$ cat config.mk
export PLATFORM = sky130hd
export DESIGN_NAME = api_frame_receive_parser_flat
export DESIGN_NICKNAME = d
export VERILOG_FILES = /design/src/afrp_pkg.sv /design/src/afrp_if.sv /design/src/afrp_cfg.sv /design/src/afrp_core.sv /design/src/api_frame_receive_parser.sv /design/src/flat_wrapper.sv
export SDC_FILE = /design/constraint.sdc
export NUM_CORES = 1
export LEC_CHECK = 0
export BUFFER_PORTS_ARGS = -buffer_cell sky130_fd_sc_hd__buf_4
export CAP_MARGIN = 5
export CORE_ASPECT_RATIO = 1.75
export CORE_MARGIN = 2
export CORE_UTILIZATION = 37
export CTS_CLUSTER_DIAMETER = 40
export DETAILED_ROUTE_END_ITERATION = 7
export SYNTH_ARGS = -nofsm -noshare
export SYNTH_HDL_FRONTEND = slang
export SYNTH_HIERARCHICAL = 1
export SYNTH_SLANG_ARGS = --single-unit
$ cat constraint.sdc
create_clock -name clk -period 8.65 [get_ports clk]
set_input_delay 1.2975 -clock clk [delete_from_list [all_inputs] [get_ports clk]]
set_output_delay 1.2975 -clock clk [all_outputs]
set_load 0.02 [all_outputs]
$ cat src/afrp_pkg.sv
`default_nettype none
package afrp_pkg;

	localparam logic [7:0]  DELIM        = 8'h7E;
	localparam logic [15:0] HDR_OVERHEAD = 16'd12;

	// APB: register index is paddr[2], one 32-bit register per word
	localparam int unsigned CFG_ADDR_W      = 3;
	localparam logic        CFG_IDX_TIMEOUT = 1'b0;
	localparam logic [15:0] TIMEOUT_RESET   = 16'd1000;

	typedef logic [1:0] kind_t;
	localparam kind_t KIND_PAYLOAD   = 2'd0;
	localparam kind_t KIND_COMPLETE  = 2'd1;
	localparam kind_t KIND_TIMEOUT   = 2'd2;
	localparam kind_t KIND_MALFORMED = 2'd3;

	typedef struct packed {
		kind_t       kind;
		logic [7:0]  payload_byte;
		logic [15:0] payload_index;
		logic [7:0]  api_id;
		logic [31:0] source_addr_high;
		logic [31:0] source_addr_low;
		logic [15:0] net_address;
		logic [7:0]  option_bits;
		logic [7:0]  checksum_byte;
		logic [15:0] payload_length;
	} afrp_result_t;

endpackage
`default_nettype wire

$ cat src/afrp_if.sv
`default_nettype none
interface afrp_in_if;
	logic       valid;
	logic       ready;
	logic       action;
	logic [7:0] rx_byte;

	modport source (output valid, output action, output rx_byte, input ready);
	modport sink (input valid, input action, input rx_byte, output ready);
endinterface

interface afrp_out_if;
	logic        valid;
	logic        ready;
	logic [1:0]  kind;
	logic [7:0]  payload_byte;
	logic [15:0] payload_index;
	logic [7:0]  api_id;
	logic [31:0] source_addr_high;
	logic [31:0] source_addr_low;
	logic [15:0] net_address;
	logic [7:0]  option_bits;
	logic [7:0]  checksum_byte;
	logic [15:0] payload_length;

	modport source (output valid, output kind, output payload_byte, output payload_index,
		output api_id, output source_addr_high, output source_addr_low,
		output net_address, output option_bits, output checksum_byte,
		output payload_length, input ready);
	modport sink (input valid, input kind, input payload_byte, input payload_index,
		input api_id, input source_addr_high, input source_addr_low,
		input net_address, input option_bits, input checksum_byte,
		input payload_length, output ready);
endinterface
`default_nettype wire

$ cat src/afrp_cfg.sv
`default_nettype none
module afrp_cfg (
	input  wire logic                            clk,
	input  wire logic                            arst_n,
	input  wire logic                            psel,
	input  wire logic                            penable,
	input  wire logic                            pwrite,
	input  wire logic [afrp_pkg::CFG_ADDR_W-1:0] paddr,
	input  wire logic [31:0]                     pwdata,
	output logic      [31:0]                     prdata,
	output logic                                 pready,
	output logic      [15:0]                     timeout_ticks
);
	import afrp_pkg::*;

	logic [15:0] timeout_q;
	logic        wr_en;

	assign pready        = 1'b1;
	assign wr_en         = psel && penable && pwrite;
	assign timeout_ticks = timeout_q;

	always_ff @(posedge clk or negedge arst_n) begin
		if (!arst_n) begin
			timeout_q <= TIMEOUT_RESET;
		end else if (wr_en && paddr[2] == CFG_IDX_TIMEOUT) begin
			timeout_q <= pwdata[15:0];
		end
	end

	always_comb begin
		unique case (paddr[2])
			CFG_IDX_TIMEOUT: prdata = {16'h0000, timeout_q};
			default:         prdata = 32'h0000_0000;
		endcase
	end
endmodule
`default_nettype wire

$ cat src/afrp_core.sv
`default_nettype none
module afrp_core (
	input  wire logic        clk,
	input  wire logic        arst_n,
	input  wire logic [15:0] timeout_ticks,
	afrp_in_if.sink          in_ch,
	afrp_out_if.source       out_ch
);
	import afrp_pkg::*;

	typedef enum logic [3:0] {
		PH_HUNT, PH_LEN_HI, PH_LEN_LO, PH_API, PH_ADDR,
		PH_NET, PH_OPT, PH_DATA, PH_CSUM
	} phase_t;

	// input stage
	logic       valid_s1;
	logic       action_s1;
	logic [7:0] byte_s1;

	// parser state
	phase_t      phase_q, phase_d;
	logic [15:0] field_q, field_d;
	logic [15:0] tick_q, tick_d;
	logic [15:0] len_q, len_d;
	logic [7:0]  api_q, api_d;
	logic [31:0] ahi_q, ahi_d;
	logic [31:0] alo_q, alo_d;
	logic [15:0] net_q, net_d;
	logic [7:0]  opt_q, opt_d;

	// result register
	logic         out_valid_q;
	afrp_result_t res_q, res_d;
	logic         res_vld;

	logic        advance;
	logic        proc;
	logic [16:0] tick_inc;
	logic [15:0] field_inc;
	logic [15:0] pay_len;
	logic [15:0] len_lo;

	assign advance     = !out_valid_q || out_ch.ready;
	assign in_ch.ready = !valid_s1 || advance;
	assign proc        = valid_s1 && advance;

	assign tick_inc  = {1'b0, tick_q} + 17'd1;
	assign field_inc = field_q + 16'd1;
	assign pay_len   = len_q - HDR_OVERHEAD;
	assign len_lo    = {len_q[15:8], byte_s1};

	always_comb begin
		phase_d = phase_q;
		field_d = field_q;
		tick_d  = tick_q;
		len_d   = len_q;
		api_d   = api_q;
		ahi_d   = ahi_q;
		alo_d   = alo_q;
		net_d   = net_q;
		opt_d   = opt_q;
		res_d   = '0;
		res_vld = 1'b0;

		if (action_s1) begin
			// ticks only count inside a frame
			if (phase_q != PH_HUNT) begin
				if (tick_inc > {1'b0, timeout_ticks}) begin
					phase_d    = PH_HUNT;
					field_d    = '0;
					tick_d     = '0;
					res_d.kind = KIND_TIMEOUT;
					res_vld    = 1'b1;
				end else begin
					tick_d = tick_inc[15:0];
				end
			end
		end else begin
			unique case (phase_q)
				PH_HUNT: begin
					if (byte_s1 == DELIM) begin
						phase_d = PH_LEN_HI;
						field_d = '0;
						tick_d  = '0;
					end
				end
				PH_LEN_HI: begin
					// tick count carries on into the low length byte
					len_d   = {byte_s1, 8'h00};
					phase_d = PH_LEN_LO;
				end
				PH_LEN_LO: begin
					len_d   = len_lo;
					field_d = '0;
					tick_d  = '0;
					if (len_lo < HDR_OVERHEAD) begin
						phase_d    = PH_HUNT;
						res_d.kind = KIND_MALFORMED;
						res_vld    = 1'b1;
					end else begin
						phase_d = PH_API;
					end
				end
				PH_API: begin
					api_d   = byte_s1;
					ahi_d   = '0;
					alo_d   = '0;
					phase_d = PH_ADDR;
					field_d = '0;
					tick_d  = '0;
				end
				PH_ADDR: begin
					if (field_q < 16'd4) begin
						ahi_d = {ahi_q[23:0], byte_s1};
					end else begin
						alo_d = {alo_q[23:0], byte_s1};
					end
					field_d = field_inc;
					if (field_inc >= 16'd8) begin
						net_d   = '0;
						phase_d = PH_NET;
						field_d = '0;
						tick_d  = '0;
					end
				end
				PH_NET: begin
					net_d   = {net_q[7:0], byte_s1};
					field_d = field_inc;
					if (field_inc >= 16'd2) begin
						phase_d = PH_OPT;
						field_d = '0;
						tick_d  = '0;
					end
				end
				PH_OPT: begin
					opt_d   = byte_s1;
					phase_d = (len_q > HDR_OVERHEAD) ? PH_DATA : PH_CSUM;
					field_d = '0;
					tick_d  = '0;
				end
				PH_DATA: begin
					res_d.kind          = KIND_PAYLOAD;
					res_d.payload_byte  = byte_s1;
					res_d.payload_index = field_q;
					res_vld             = 1'b1;
					field_d             = field_inc;
					if (field_inc >= pay_len) begin
						phase_d = PH_CSUM;
						field_d = '0;
						tick_d  = '0;
					end
				end
				PH_CSUM: begin
					res_d.kind             = KIND_COMPLETE;
					res_d.api_id           = api_q;
					res_d.source_addr_high = ahi_q;
					res_d.source_addr_low  = alo_q;
					res_d.net_address      = net_q;
					res_d.option_bits      = opt_q;
					res_d.checksum_byte    = byte_s1;
					res_d.payload_length   = pay_len;
					res_vld                = 1'b1;
					phase_d                = PH_HUNT;
					field_d                = '0;
					tick_d                 = '0;
				end
				default: begin
					phase_d = PH_HUNT;
					field_d = '0;
					tick_d  = '0;
				end
			endcase
		end
	end

	always_ff @(posedge clk or negedge arst_n) begin
		if (!arst_n) begin
			valid_s1    <= 1'b0;
			action_s1   <= 1'b0;
			byte_s1     <= '0;
			phase_q     <= PH_HUNT;
			field_q     <= '0;
			tick_q      <= '0;
			len_q       <= '0;
			api_q       <= '0;
			ahi_q       <= '0;
			alo_q       <= '0;
			net_q       <= '0;
			opt_q       <= '0;
			out_valid_q <= 1'b0;
			res_q       <= '0;
		end else begin
			if (in_ch.ready) begin
				valid_s1  <= in_ch.valid;
				action_s1 <= in_ch.action;
				byte_s1   <= in_ch.rx_byte;
			end
			if (proc) begin
				phase_q     <= phase_d;
				field_q     <= field_d;
				tick_q      <= tick_d;
				len_q       <= len_d;
				api_q       <= api_d;
				ahi_q       <= ahi_d;
				alo_q       <= alo_d;
				net_q       <= net_d;
				opt_q       <= opt_d;
				out_valid_q <= res_vld;
				if (res_vld) begin
					res_q <= res_d;
				end
			end else if (out_ch.ready) begin
				out_valid_q <= 1'b0;
			end
		end
	end

	assign out_ch.valid            = out_valid_q;
	assign out_ch.kind             = res_q.kind;
	assign out_ch.payload_byte     = res_q.payload_byte;
	assign out_ch.payload_index    = res_q.payload_index;
	assign out_ch.api_id           = res_q.api_id;
	assign out_ch.source_addr_high = res_q.source_addr_high;
	assign out_ch.source_addr_low  = res_q.source_addr_low;
	assign out_ch.net_address      = res_q.net_address;
	assign out_ch.option_bits      = res_q.option_bits;
	assign out_ch.checksum_byte    = res_q.checksum_byte;
	assign out_ch.payload_length   = res_q.payload_length;
endmodule
`default_nettype wire

$ cat src/api_frame_receive_parser.sv
// Byte-serial API receive frame parser. Each input item is a received byte
// (action 0) or a time tick (action 1); bytes are dropped until a 0x7E
// delimiter, then length, API id, 64-bit source address, network address,
// options, payload and checksum are taken in order. Every payload byte gives
// a result with its index, the checksum byte gives a frame-complete result
// with the header fields, a too-short length gives a malformed result and a
// field that sees more than timeout_ticks ticks gives a timeout result. One
// item is accepted per clock while the result side keeps up: an item is
// held in the input register, the combinational phase machine works on it,
// and the result register hands results on. timeout_ticks sits at APB
// address 0x0 and should be written only while the block is idle.
`default_nettype none
module api_frame_receive_parser (
	input  wire logic                            clk,
	input  wire logic                            arst_n,
	afrp_in_if.sink                              in_ch,
	afrp_out_if.source                           out_ch,
	input  wire logic                            psel,
	input  wire logic                            penable,
	input  wire logic                            pwrite,
	input  wire logic [afrp_pkg::CFG_ADDR_W-1:0] paddr,
	input  wire logic [31:0]                     pwdata,
	output logic      [31:0]                     prdata,
	output logic                                 pready
);
	import afrp_pkg::*;

	logic [15:0] timeout_ticks;

	afrp_cfg u_cfg (
		.clk           (clk),
		.arst_n        (arst_n),
		.psel          (psel),
		.penable       (penable),
		.pwrite        (pwrite),
		.paddr         (paddr),
		.pwdata        (pwdata),
		.prdata        (prdata),
		.pready        (pready),
		.timeout_ticks (timeout_ticks)
	);

	afrp_core u_core (
		.clk           (clk),
		.arst_n        (arst_n),
		.timeout_ticks (timeout_ticks),
		.in_ch         (in_ch),
		.out_ch        (out_ch)
	);
endmodule
`default_nettype wire

$ cat src/flat_wrapper.sv
// flat-port wrapper written by rule: the top's interface ports become plain ports
module api_frame_receive_parser_flat import afrp_pkg::*;
  (clk, arst_n, psel, penable, pwrite, paddr, pwdata, prdata, pready, in_ch_valid, in_ch_action, in_ch_rx_byte, in_ch_ready, out_ch_valid, out_ch_kind, out_ch_payload_byte, out_ch_payload_index, out_ch_api_id, out_ch_source_addr_high, out_ch_source_addr_low, out_ch_net_address, out_ch_option_bits, out_ch_checksum_byte, out_ch_payload_length, out_ch_ready);
  afrp_in_if in_ch_i ();
  afrp_out_if out_ch_i ();
  input  wire logic clk;
  input  wire logic arst_n;
  input  wire logic psel;
  input  wire logic penable;
  input  wire logic pwrite;
  input  wire logic [afrp_pkg::CFG_ADDR_W-1:0] paddr;
  input  wire logic [31:0] pwdata;
  output logic      [31:0] prdata;
  output logic pready;
  input wire logic [$bits(in_ch_i.valid)-1:0] in_ch_valid;
  input wire logic [$bits(in_ch_i.action)-1:0] in_ch_action;
  input wire logic [$bits(in_ch_i.rx_byte)-1:0] in_ch_rx_byte;
  output wire logic [$bits(in_ch_i.ready)-1:0] in_ch_ready;
  output wire logic [$bits(out_ch_i.valid)-1:0] out_ch_valid;
  output wire logic [$bits(out_ch_i.kind)-1:0] out_ch_kind;
  output wire logic [$bits(out_ch_i.payload_byte)-1:0] out_ch_payload_byte;
  output wire logic [$bits(out_ch_i.payload_index)-1:0] out_ch_payload_index;
  output wire logic [$bits(out_ch_i.api_id)-1:0] out_ch_api_id;
  output wire logic [$bits(out_ch_i.source_addr_high)-1:0] out_ch_source_addr_high;
  output wire logic [$bits(out_ch_i.source_addr_low)-1:0] out_ch_source_addr_low;
  output wire logic [$bits(out_ch_i.net_address)-1:0] out_ch_net_address;
  output wire logic [$bits(out_ch_i.option_bits)-1:0] out_ch_option_bits;
  output wire logic [$bits(out_ch_i.checksum_byte)-1:0] out_ch_checksum_byte;
  output wire logic [$bits(out_ch_i.payload_length)-1:0] out_ch_payload_length;
  input wire logic [$bits(out_ch_i.ready)-1:0] out_ch_ready;
  assign in_ch_i.valid = in_ch_valid;
  assign in_ch_i.action = in_ch_action;
  assign in_ch_i.rx_byte = in_ch_rx_byte;
  assign in_ch_ready = in_ch_i.ready;
  assign out_ch_valid = out_ch_i.valid;
  assign out_ch_kind = out_ch_i.kind;
  assign out_ch_payload_byte = out_ch_i.payload_byte;
  assign out_ch_payload_index = out_ch_i.payload_index;
  assign out_ch_api_id = out_ch_i.api_id;
  assign out_ch_source_addr_high = out_ch_i.source_addr_high;
  assign out_ch_source_addr_low = out_ch_i.source_addr_low;
  assign out_ch_net_address = out_ch_i.net_address;
  assign out_ch_option_bits = out_ch_i.option_bits;
  assign out_ch_checksum_byte = out_ch_i.checksum_byte;
  assign out_ch_payload_length = out_ch_i.payload_length;
  assign out_ch_i.ready = out_ch_ready;
  api_frame_receive_parser u_core (.clk(clk), .arst_n(arst_n), .in_ch(in_ch_i), .out_ch(out_ch_i), .psel(psel), .penable(penable), .pwrite(pwrite), .paddr(paddr), .pwdata(pwdata), .prdata(prdata), .pready(pready));
endmodule
==> After elaboration in Yosys (flattened, before gate mapping) <==
Cells that the tools add are included.
{ "totals": {"out_inout_bits": 181, "word_cells": 130, "inputBits": 51, "register_bits": 321} }
{ "op_classes": {"magnitude_cmp": 7, "bitwise_logic": 3, "add_sub_neg": 3, "reduce_logical": 26, "eq_ne": 19, "muxes": 47} }
{ "ops": {"columns": ["op", "n"], "rows": [
  ["16-bit two-way mux", 14],
  ["16-bit case mux with 5 select lines", 2],
  ["144-bit two-way mux", 1],
  ["32-bit case mux with 2 select lines", 2],
  ["120-bit two-way mux", 1],
  ["32-bit two-way mux", 2],
  ["16-bit case mux with 2 select lines", 2],
  ["4-bit two-way mux", 8],
  ["4-bit case mux with 8 select lines", 1],
  ["24-bit two-way mux", 1],
  ["16-bit by 1-bit adder with 17-bit output, second input constant", 1],
  ["17-bit by 16-bit > comparator with 1-bit output", 1],
  ["16-bit by 1-bit adder with 16-bit output, second input constant", 1],
  ["4-bit by 3-bit == test with 1-bit output, second input constant", 4],
  ["16-bit >= comparator", 1],
  ["16-bit by 2-bit >= comparator with 1-bit output, second input constant", 1],
  ["16-bit by 4-bit >= comparator with 1-bit output, second input constant", 1],
  ["16-bit by 4-bit > comparator with 1-bit output, second input constant", 1],
  ["16-bit by 3-bit < comparator with 1-bit output, second input constant", 1],
  ["16-bit by 4-bit < comparator with 1-bit output, second input constant", 1],
  ["4-bit AND reduction", 4],
  ["16-bit by 4-bit subtractor with 16-bit output, second input constant", 1],
  ["7-bit AND reduction", 2],
  ["3-bit != test, second input constant", 4],
  ["other kinds (21)", 47]
]} }

==> Logic depth before layout (Yosys ltp) <==
Gate-level depths: netlist of the first run.
{ "depth": {"word_depth": 6, "ltp_mapped": 19, "ltp_nobuf": 14} }

==> Cells and area by module <==
Netlist of the first run, hierarchy kept.
{ "by_module_without_submodules": {"columns": ["mod", "cells_per_inst", "instances", "area_per_inst_um2", "seq_area_each_um2"], "rows": [
  ["afrp_core", 1438, 1, 13904.6, 7632.3],
  ["afrp_cfg", 70, 1, 907.1, 407.9]
]} }

==> Worst setup path after synthesis of the first run <==
Ideal clock, no wire load.
{ "synth_path": {"path_type": "reg2reg", "from": "register u_core.u_core.tick_q[2]", "to": "register u_core.u_core.res_q, in the netlist u_core/u_core/out_ch.payload_length[5]", "required_time_ns": 8.554, "stages_incl_launch_ff": 19, "n_path_buf": 4, "arrival_time_ns": 3.707, "setup_time_ns": 0.096, "slack_ns": 4.847, "synth_period_minus_slack_ns": 3.803, "cell_sequence": "dfrtp_1 -> and3_1 -> and4_1 -> nand2_1 -> nor2_1 -> nand3_1 -> xnor2_1 -> ha_1 -> nand3_1 -> nor4_1 -> o2bb2ai_1 -> o211ai_1 -> a21oi_1 -> buf_2 -> clkbuf_1 -> clkbuf_1 -> clkbuf_1 -> nand2_1 -> o31ai_1"} }
{ "synth_via": {"elab_chain_cells": 6} }
{ "synth_rtl": {"columns": ["element", "line_no", "text"], "rows": [
  ["from (decl)", "afrp_core.sv:24", "logic [15:0] tick_q, tick_d;"],
  ["from (signal assigned)", "afrp_core.sv:202", "tick_q <= tick_d;"],
  ["16-bit by 1-bit adder with 17-bit output", "afrp_core.sv:48", "assign tick_inc = {1'b0, tick_q} + 17'd1;"],
  ["17-bit by 16-bit > comparator with 1-bit output", "afrp_core.sv:69", "if (tick_inc > {1'b0, timeout_ticks}) begin"],
  ["1-bit two-way mux", "afrp_core.sv:69", null],
  ["1-bit two-way mux", "afrp_core.sv:68", "if (phase_q != PH_HUNT) begin"],
  ["1-bit two-way mux", "afrp_core.sv:66", "if (action_s1) begin"],
  ["2-bit AND reduction (no source line)", null, null],
  ["to (signal assigned)", "afrp_core.sv:211", "res_q <= res_d;"],
  ["to (decl)", "afrp_core.sv:34", "afrp_result_t res_q, res_d;"]
]} }
Every way passes these cells.
A chain may end at the register's enable or synchronous reset.

==> Worst setup path in the final report of the first run <==
{ "layout_path": {"from": "register u_core.u_core.tick_q[0]", "to": "register u_core.u_core.res_q, in the netlist u_core/u_core/out_ch.api_id[4]"} }
Same word-level chain as after synthesis.

==> impl_metrics.json, run 1 <==
{
  "fillers": 3837,
  "dr.pass1.iters": 6,
  "outcome": "finished, final reports clean",
  "p_seq_share_pct": 44.1,
  "ys_seq_area_share_pct": 54.3,
  "routedWlPerCell_um": 17.8,
  "ir_drop_v": 0.000160,
  "synthArstFlopShare_pct": 100,
  "finClkSkew_ps": 27.6,
  "synthCells": 1508,
  "path_class": "flip-flop to flip-flop",
  "syn_avg_cell_area_um2": 9.82,
  "crit_path_max_incr_delay_ps": 700,
  "wirelength_mm": 38.5,
  "cts_max_path_buffers": 3,
  "synth_cell_type_count": 65,
  "multi_input_area_um2": 6200,
  "hold_ws_ps": 478,
  "cp_num_buf_inv": 1,
  "synth_top_flop_cell": "dfrtp_1",
  "synth-edff-count": 0,
  "fin_crit_ps": 4810,
  "cts_root_buffer": "clkbuf_16",
  "start_util_pct": 37.2,
  "setup_violations": 0,
  "rows": 97,
  "cts_post_setup_buffers_inserted": 0,
  "drive_gt1_share_pct": 20.2,
  "final_hold_viol_count": 0,
  "grt_pass1_wl_mm": 60.6,
  "crit_top_cell": "ha_1",
  "arrival_ps": 5160,
  "gp_congestion": 0.884,
  "area_growth_pct": 19.7,
  "drc": 0,
  "insertion_delay_ps": 530,
  "coreArea_um2": 39800,
  "fmax_ghz": 0.208,
  "layout.cells.non_filler": 2165,
  "cts_tree": "built",
  "comb_power_share_pct": 16.8,
  "dieHeight_um": 269,
  "antenna_found_initial": 0,
  "clkPwrFrac_pct": 39.1,
  "cts_buffers": 35,
  "clock_sinks": 321,
  "die-area_um2": 41700,
  "drtAntennaViolNets": 0,
  "cts.clk_slew.worst_paths_ps": 60,
  "design_area_um2": 17700,
  "max_slew_margin_pct": 12.6,
  "total_power_uw": 3770,
  "finalMaxSlewViolations": 0,
  "viasPerCell": 5.18,
  "cp_top_family": "compound AO/OA/AOI/OAI gates",
  "maxCapViolCount": 0,
  "register_area_um2": 8040,
  "p_leak_uw": 0.00833,
  "path_cells": "ha_1, and3_1, nand3_1, xnor2_1, ha_1, nand4_1, nor3_1, a2111oi_0, o211ai_1, a21oi_4, buf_12, o21ai_0",
  "required_ps": 8990,
  "netSwitchingFraction_pct": 29.3,
  "cts_hold_buf": 0,
  "worstHoldPathType": "flip-flop to flip-flop",
  "finalNetCount": 1733,
  "overflow": 0,
  "synth_area_um2": 14800,
  "cts_resized": 0,
  "dp.cells": 2104,
  "io_pins": 232,
  "die_w_um": 155,
  "power.switching_uw": 1110,
  "port_buffers": 196,
  "grt_usage_pct": 18.4,
  "synth_seq_cells": 321,
  "tightest_slew_ps": 1310,
  "period_share_pct": 55.6,
  "tns_ps": 0,
  "rsz0062_at_grt": "false",
  "dr_total_vias": 11200,
  "crit_fanout": 274,
  "power.density_nw_per_um2": 213,
  "antenna_cells": 0,
  "drt_first_iter_violations": 490,
  "first_global_vias": 11000,
  "cpMaxStageDelayCell": "a2111oi_0",
  "yosysWarningCount": 6,
  "cts-htree-levels": 2,
  "hpwl_mm": 26.9,
  "grt_max_degree": 275,
  "setup.worst_path.start_class": "flip-flop",
  "crit_path_end_kind": "flip-flop",
  "placed_area_um2": 16600,
  "p_int_uw": 2670
}
==> worst reg2reg max path, stage by stage, from the launching register on <==
cell and delay [ps]:
dfrtp_1 420, ha_1 280, and3_1 350, nand3_1 190
xnor2_1 170, ha_1 300, nand4_1 150, nor3_1 70
a2111oi_0 700, o211ai_1 290, a21oi_4 490, buf_12 500
o21ai_0 750
==> logic make-up after synthesis <==
kind of cell             Yosys count  synth area share [%]
adder cells (fa/ha/maj)           36                  3.04
buffers and inverters            153                  4.59
AO/OA/AOI/OAI                    347                  15.0
other                              2                0.0507
multiplexers                      47                  3.82
AND/OR/NAND/NOR                  566                  17.0
flip-flops                       321                  54.3
XOR/XNOR                          36                  2.13
==> power groups by stage <==
stage | Combinational, uW | Clock, uW | Sequential [uW]
2_1_floorplan | 438 | 0 | 1650
3_3_place_gp | 625 | 0 | 1690
3_5_place_dp | 642 | 0 | 1690
4_1_cts | 646 | 1530 | 1660
5_1_grt | 706 | 1580 | 1670
6_report | 632 | 1480 | 1660
==> final timing paths <==
path / cells after the start / slack [ps] / end / from
min in group asynchronous: 1 / 750 / u_core/u_core/out_ch.source_addr_low[28] / arst_n
max reg2reg: 12 / 3840 / u_core/u_core/out_ch.api_id[4] / u_core/u_core/tick_q[0]
min reg2reg: 2 / 480 / u_core/u_core/out_ch.source_addr_high[31] / u_core/u_core/out_ch.source_addr_high[31]
max in group asynchronous: 2 / 6480 / u_core/u_core/out_ch.payload_length[11] / arst_n
min: 2 / 480 / u_core/u_core/out_ch.source_addr_high[31] / u_core/u_core/out_ch.source_addr_high[31]
max: 12 / 3840 / u_core/u_core/out_ch.api_id[4] / u_core/u_core/tick_q[0]
==> cell usage after synthesis (15+ instances only) <==
| master | n | share of area (%) |
|---|---|---|
| a21oi_1 | 16 | 0.54 |
| a22o_1 | 67 | 4.0 |
| buf_4 | 22 | 1.1 |
| clkbuf_1 | 92 | 2.3 |
| dfrtp_1 | 315 | 53 |
| ha_1 | 36 | 3.0 |
| inv_1 | 28 | 0.71 |
| mux2_2 | 36 | 2.7 |
| nand2_1 | 387 | 9.8 |
| nand2b_1 | 15 | 0.63 |
| nand3_1 | 16 | 0.54 |
| nand4_1 | 17 | 0.72 |
| nor2_1 | 35 | 0.89 |
| nor3_1 | 22 | 0.74 |
| o21ai_0 | 194 | 6.6 |
| o31ai_1 | 18 | 0.91 |
| xnor2_1 | 23 | 1.4 |
==> flip-flops by register name (all words and copies together) (netlist names), 32 cells and up <==
name and flops:
u_core/u_core/ahi_q 32, u_core/u_core/out_ch.source_addr_low 32, u_core/u_core/out_ch.source_addr_high 32, u_core/u_core/alo_q 32
==> layout make-up <==
type | count | area share, %
inverter | 28 | 0.593
tap | 495 | 3.49
timing repair buffer | 211 | 9.12
clock buffer | 49 | 5.75
sequential | 321 | 45.3
clock inverter | 12 | 0.706
multi-input combinational | 1049 | 35.0
==> cell usage in the layout, fill, tap and decap left out, types with 7 or more instances in the layout <==
cell         n
nor2_1      33
nand3_1     16
nor2b_1     12
clkbuf_8     7
and3_1      11
dfrtp_1    315
mux2_2      36
a22o_1      67
mux2_4      10
ha_1        36
or3_1        8
inv_1       28
o31ai_1     18
o22a_1       7
nand2_1    387
nor4_1       9
buf_4      208
clkbuf_16   36
nor3_1      20
o21ai_0    194
nand4_1     17
nand2b_1    15
a21oi_1     15
xor2_1      13
conb_1      17
xnor2_1     23
==> metal layers <==
metal / global-route usage (%) / wire (um) / up-vias
met5: 0 / 0 / -
met3: 2.60 / 1630 / 89
li1: - / - / 5445
met1: 20.8 / 14600 / 5370
met4: 9.79 / 2020 / 0
met2: 33.3 / 20300 / 300
==> through the flow <==
stage	worst slack (ps)	util, %
after floorplan	4850	-
after global placement	3980	41.7
after detailed placement	3940	41.7
after CTS	3940	44.5
after global routing	3510	44.5
final	3840	44.5
No activity file was read; power rests on OpenSTA's default activity.
==> run 2, diff against run 1 <==
ABC_AREA = 1   (was unset)
clock period = 4.52 ns   (was 8.65 ns; I/O delays follow)
==> run 2 against run 1 <==
  * Clock power grew 100%
  * Cell area grew 8.9%
  * Die area grew 9.8%
  * Critical path depth grew 8
  * First-iteration DRC count grew 63%
  * Hold slack lost 280 ps
  * Worst setup slack lost 3400 ps
  * Area after synthesis grew 10%
  * Synthesized cell count grew 36%
  * Combinational power grew to 2.9 times the previous value
  * Largest cell class unchanged
==> impl_metrics.json, run 2 <==
{
  "outcome": "finished, final reports clean",
  "synth_top_family_by_area": "simple AND/OR/NAND/NOR gates",
  "cp_top_family": "simple AND/OR/NAND/NOR gates",
  "netSwitchingFraction_pct": 33.3,
  "grt_pass1_wl_mm": 73.5,
  "crit_path_max_incr_delay_ps": 450,
  "crit_path_end_kind": "flip-flop",
  "cts-htree-levels": 2,
  "ff2ff_setup_slack_ps": 480,
  "io_pins": 232,
  "worstHoldPathType": "input port to asynchronous set/reset pin",
  "fmax_ghz": 0.247,
  "reg2reg_depth": 20,
  "p_seq_share_pct": 42.3,
  "clkPwrFrac_pct": 35.7,
  "synth_compound_area_share_pct": 6.01,
  "drtAntennaViolNets": 0,
  "path_class": "flip-flop to flip-flop",
  "dr.pass1.iters": 5,
  "cts.clk_slew.worst_paths_ps": 60,
  "antenna_cells": 0,
  "rsz0062_at_grt": "false",
  "synthTopCellsByCount": "nand2_1, dfrtp_1, nand3_1",
  "cp_num_buf_inv": 2,
  "dp.cells": 2735,
  "cpMaxStageDelayCell": "nor2_4",
  "finalMaxSlewViolations": 0,
  "fillers": 4490,
  "yosys-top-cells-area": "dfrtp_1, nand2_1, nand3_1, inv_1, nor2_1",
  "required_ps": 4980,
  "ir_drop_v": 0.000253,
  "synth_xor_area_share_pct": 1.40,
  "max_slew_margin_pct": 30.3,
  "dieHeight_um": 282,
  "rows": 101,
  "drc": 0,
  "synth_fa_ha_area_share_pct": 2.76,
  "synth-simple-area-share_pct": 30.6,
  "path_cells": "inv_1, nand2_1, nor3_1, nand2_1, nor2_1, nand2_1, nor2_1, nand3_1, xor2_1, ha_1, nand2_1, nor4_1, nand2_1, nand3_2, inv_1, nand3_1, nand3_2, nor2_4, nand2_1, nand2_1",
  "coreArea_um2": 43500,
  "grt_usage_pct": 20.2,
  "layout.cells.non_filler": 2803,
  "r2r_start": "u_core/u_core/len_q[4]",
  "overflow": 0,
  "register_area_um2": 8040,
  "dr_total_vias": 13700,
  "crit_fanout": 16,
  "setup_ws_ps": 476,
  "setup_violations": 0,
  "finalNetCount": 2297,
  "synth_area_um2": 16300,
  "ys_seq_area_share_pct": 49.3,
  "synthArstFlopShare_pct": 100,
  "first_global_vias": 13800,
  "p_int_uw": 5530,
  "synth-edff-count": 0,
  "area_growth_pct": 18.4,
  "synthMuxAreaShare_pct": 0,
  "cts_max_path_buffers": 3,
  "setup.worst_path.start_class": "flip-flop",
  "syn_avg_cell_area_um2": 7.93,
  "grt_max_degree": 148,
  "power.density_nw_per_um2": 430,
  "multi_input_area_um2": 6720,
  "fin_crit_ps": 4040,
  "synth.most_common_cell": "nand2_1",
  "gp_congestion": 0.893,
  "arrival_ps": 4500,
  "synthCells": 2055,
  "p_leak_uw": 0.0104,
  "drt_first_iter_violations": 798,
  "synth_seq_cells": 321,
  "clock_sinks": 321,
  "synth_top_flop_cell": "dfrtp_1",
  "final_hold_viol_count": 0,
  "netlist.area_leader.share_pct": 48.4,
  "cts_buffers": 38,
  "maxCapViolCount": 0,
  "cts_tree": "built",
  "yosysWarningCount": 6,
  "drive_gt1_share_pct": 15.9,
  "hpwl_mm": 32.0,
  "power.switching_uw": 2760,
  "start_util_pct": 37.5,
  "wirelength_mm": 46.7,
  "comb_power_share_pct": 22.0,
  "antenna_found_initial": 0,
  "die-area_um2": 45800,
  "tightest_slew_ps": 1040,
  "regToRegEndpoint": "u_core/u_core/tick_q[1]",
  "tns_ps": 0,
  "synth_cell_type_count": 47,
  "mostFrequentLayoutCell": "nand2_1",
  "final_cell_mix": "nand2_1, dfrtp_1, nand3_1",
  "pre_cts_slack_ps": 350,
  "finClkSkew_ps": 17.4,
  "die_w_um": 163,
  "period_share_pct": 89.5,
  "port_buffers": 196,
  "yosysTopAreaCell": "dfrtp_1",
  "viasPerCell": 4.90,
  "cts_root_buffer": "clkbuf_16",
  "routedWlPerCell_um": 16.7,
  "crit_top_cell": "nand2_1",
  "insertion_delay_ps": 530
}
## run 2: layout make-up
| class | instances | share of cell area [%] |
|---|---|---|
| Clock buffer | 48 | 5.39 |
| Sequential cell | 321 | 41.7 |
| Inverter | 242 | 4.74 |
| Clock inverter | 19 | 0.875 |
| Multi-Input combinational cell | 1391 | 34.8 |
| Timing Repair Buffer | 216 | 8.85 |
| Tap cell | 566 | 3.67 |
## run 2: how the worst max path moves through the flow
stage                                  from                                endpoint  cells past startpoint
floorplan            u_core/u_core/len_q[2]                 u_core/u_core/tick_q[7]                     21
global placement    u_core/u_core/tick_q[0]  u_core/u_core/out_ch.payload_length[5]                     19
detailed placement  u_core/u_core/tick_q[0]     u_core/u_core/out_ch.net_address[7]                     19
CTS                 u_core/u_core/tick_q[0]     u_core/u_core/out_ch.net_address[7]                     19
global route         u_core/u_core/len_q[2]                 u_core/u_core/tick_q[0]                     20
finish               u_core/u_core/len_q[4]                 u_core/u_core/tick_q[1]                     20
## run 2: repair_timing
| item | CTS | global route |
|---|---|---|
| buffers inserted | 0 | 0 |
| endpoints found under the hold margin | 0 | 0 |
| hold buffers | 0 | 0 |
| resized for setup | 0 | 5 |
| setup endpoints to repair | 0 | 141 |
## run 2: routing by layer
metal	share of wire, %	vias up	global-route usage, %
met5	0	-	0
li1	-	6769	-
met1	40	6583	23.4
met3	4.1	80	2.97
met2	52	306	37.0
met4	3.9	0	8.46
## run 2: stage by stage
| stage | power (uW) | util, % | cell area (um2) | hold WS (ps) |
|---|---|---|---|---|
| floorplan | 4820 | - | 16400 | 382 |
| global placement | 5310 | 41.6 | 18100 | 461 |
| detailed placement | 5380 | 41.6 | 18100 | 469 |
| CTS | 8400 | 44.3 | 19300 | 262 |
| global route | 8800 | 44.4 | 19300 | 278 |
| finish | 8290 | 44.4 | 19300 | 194 |
## run 2: power by group through the flow
stage	clock network, uW	registers [uW]	logic, uW
2_1_floorplan	0	3480	1340
3_3_place_gp	0	3540	1770
3_5_place_dp	0	3560	1820
4_1_cts	3060	3510	1840
5_1_grt	3150	3560	2090
6_report	2960	3510	1820
## run 2: cell families after synthesis
kind of cell | count (synthesis)
AOI/OAI and AO/OA | 173
xor gates and xnor gates | 26
adders and majority gates | 36
buffers and inverters | 358
DFF | 321
other | 2
and+or+nand+nor | 1139
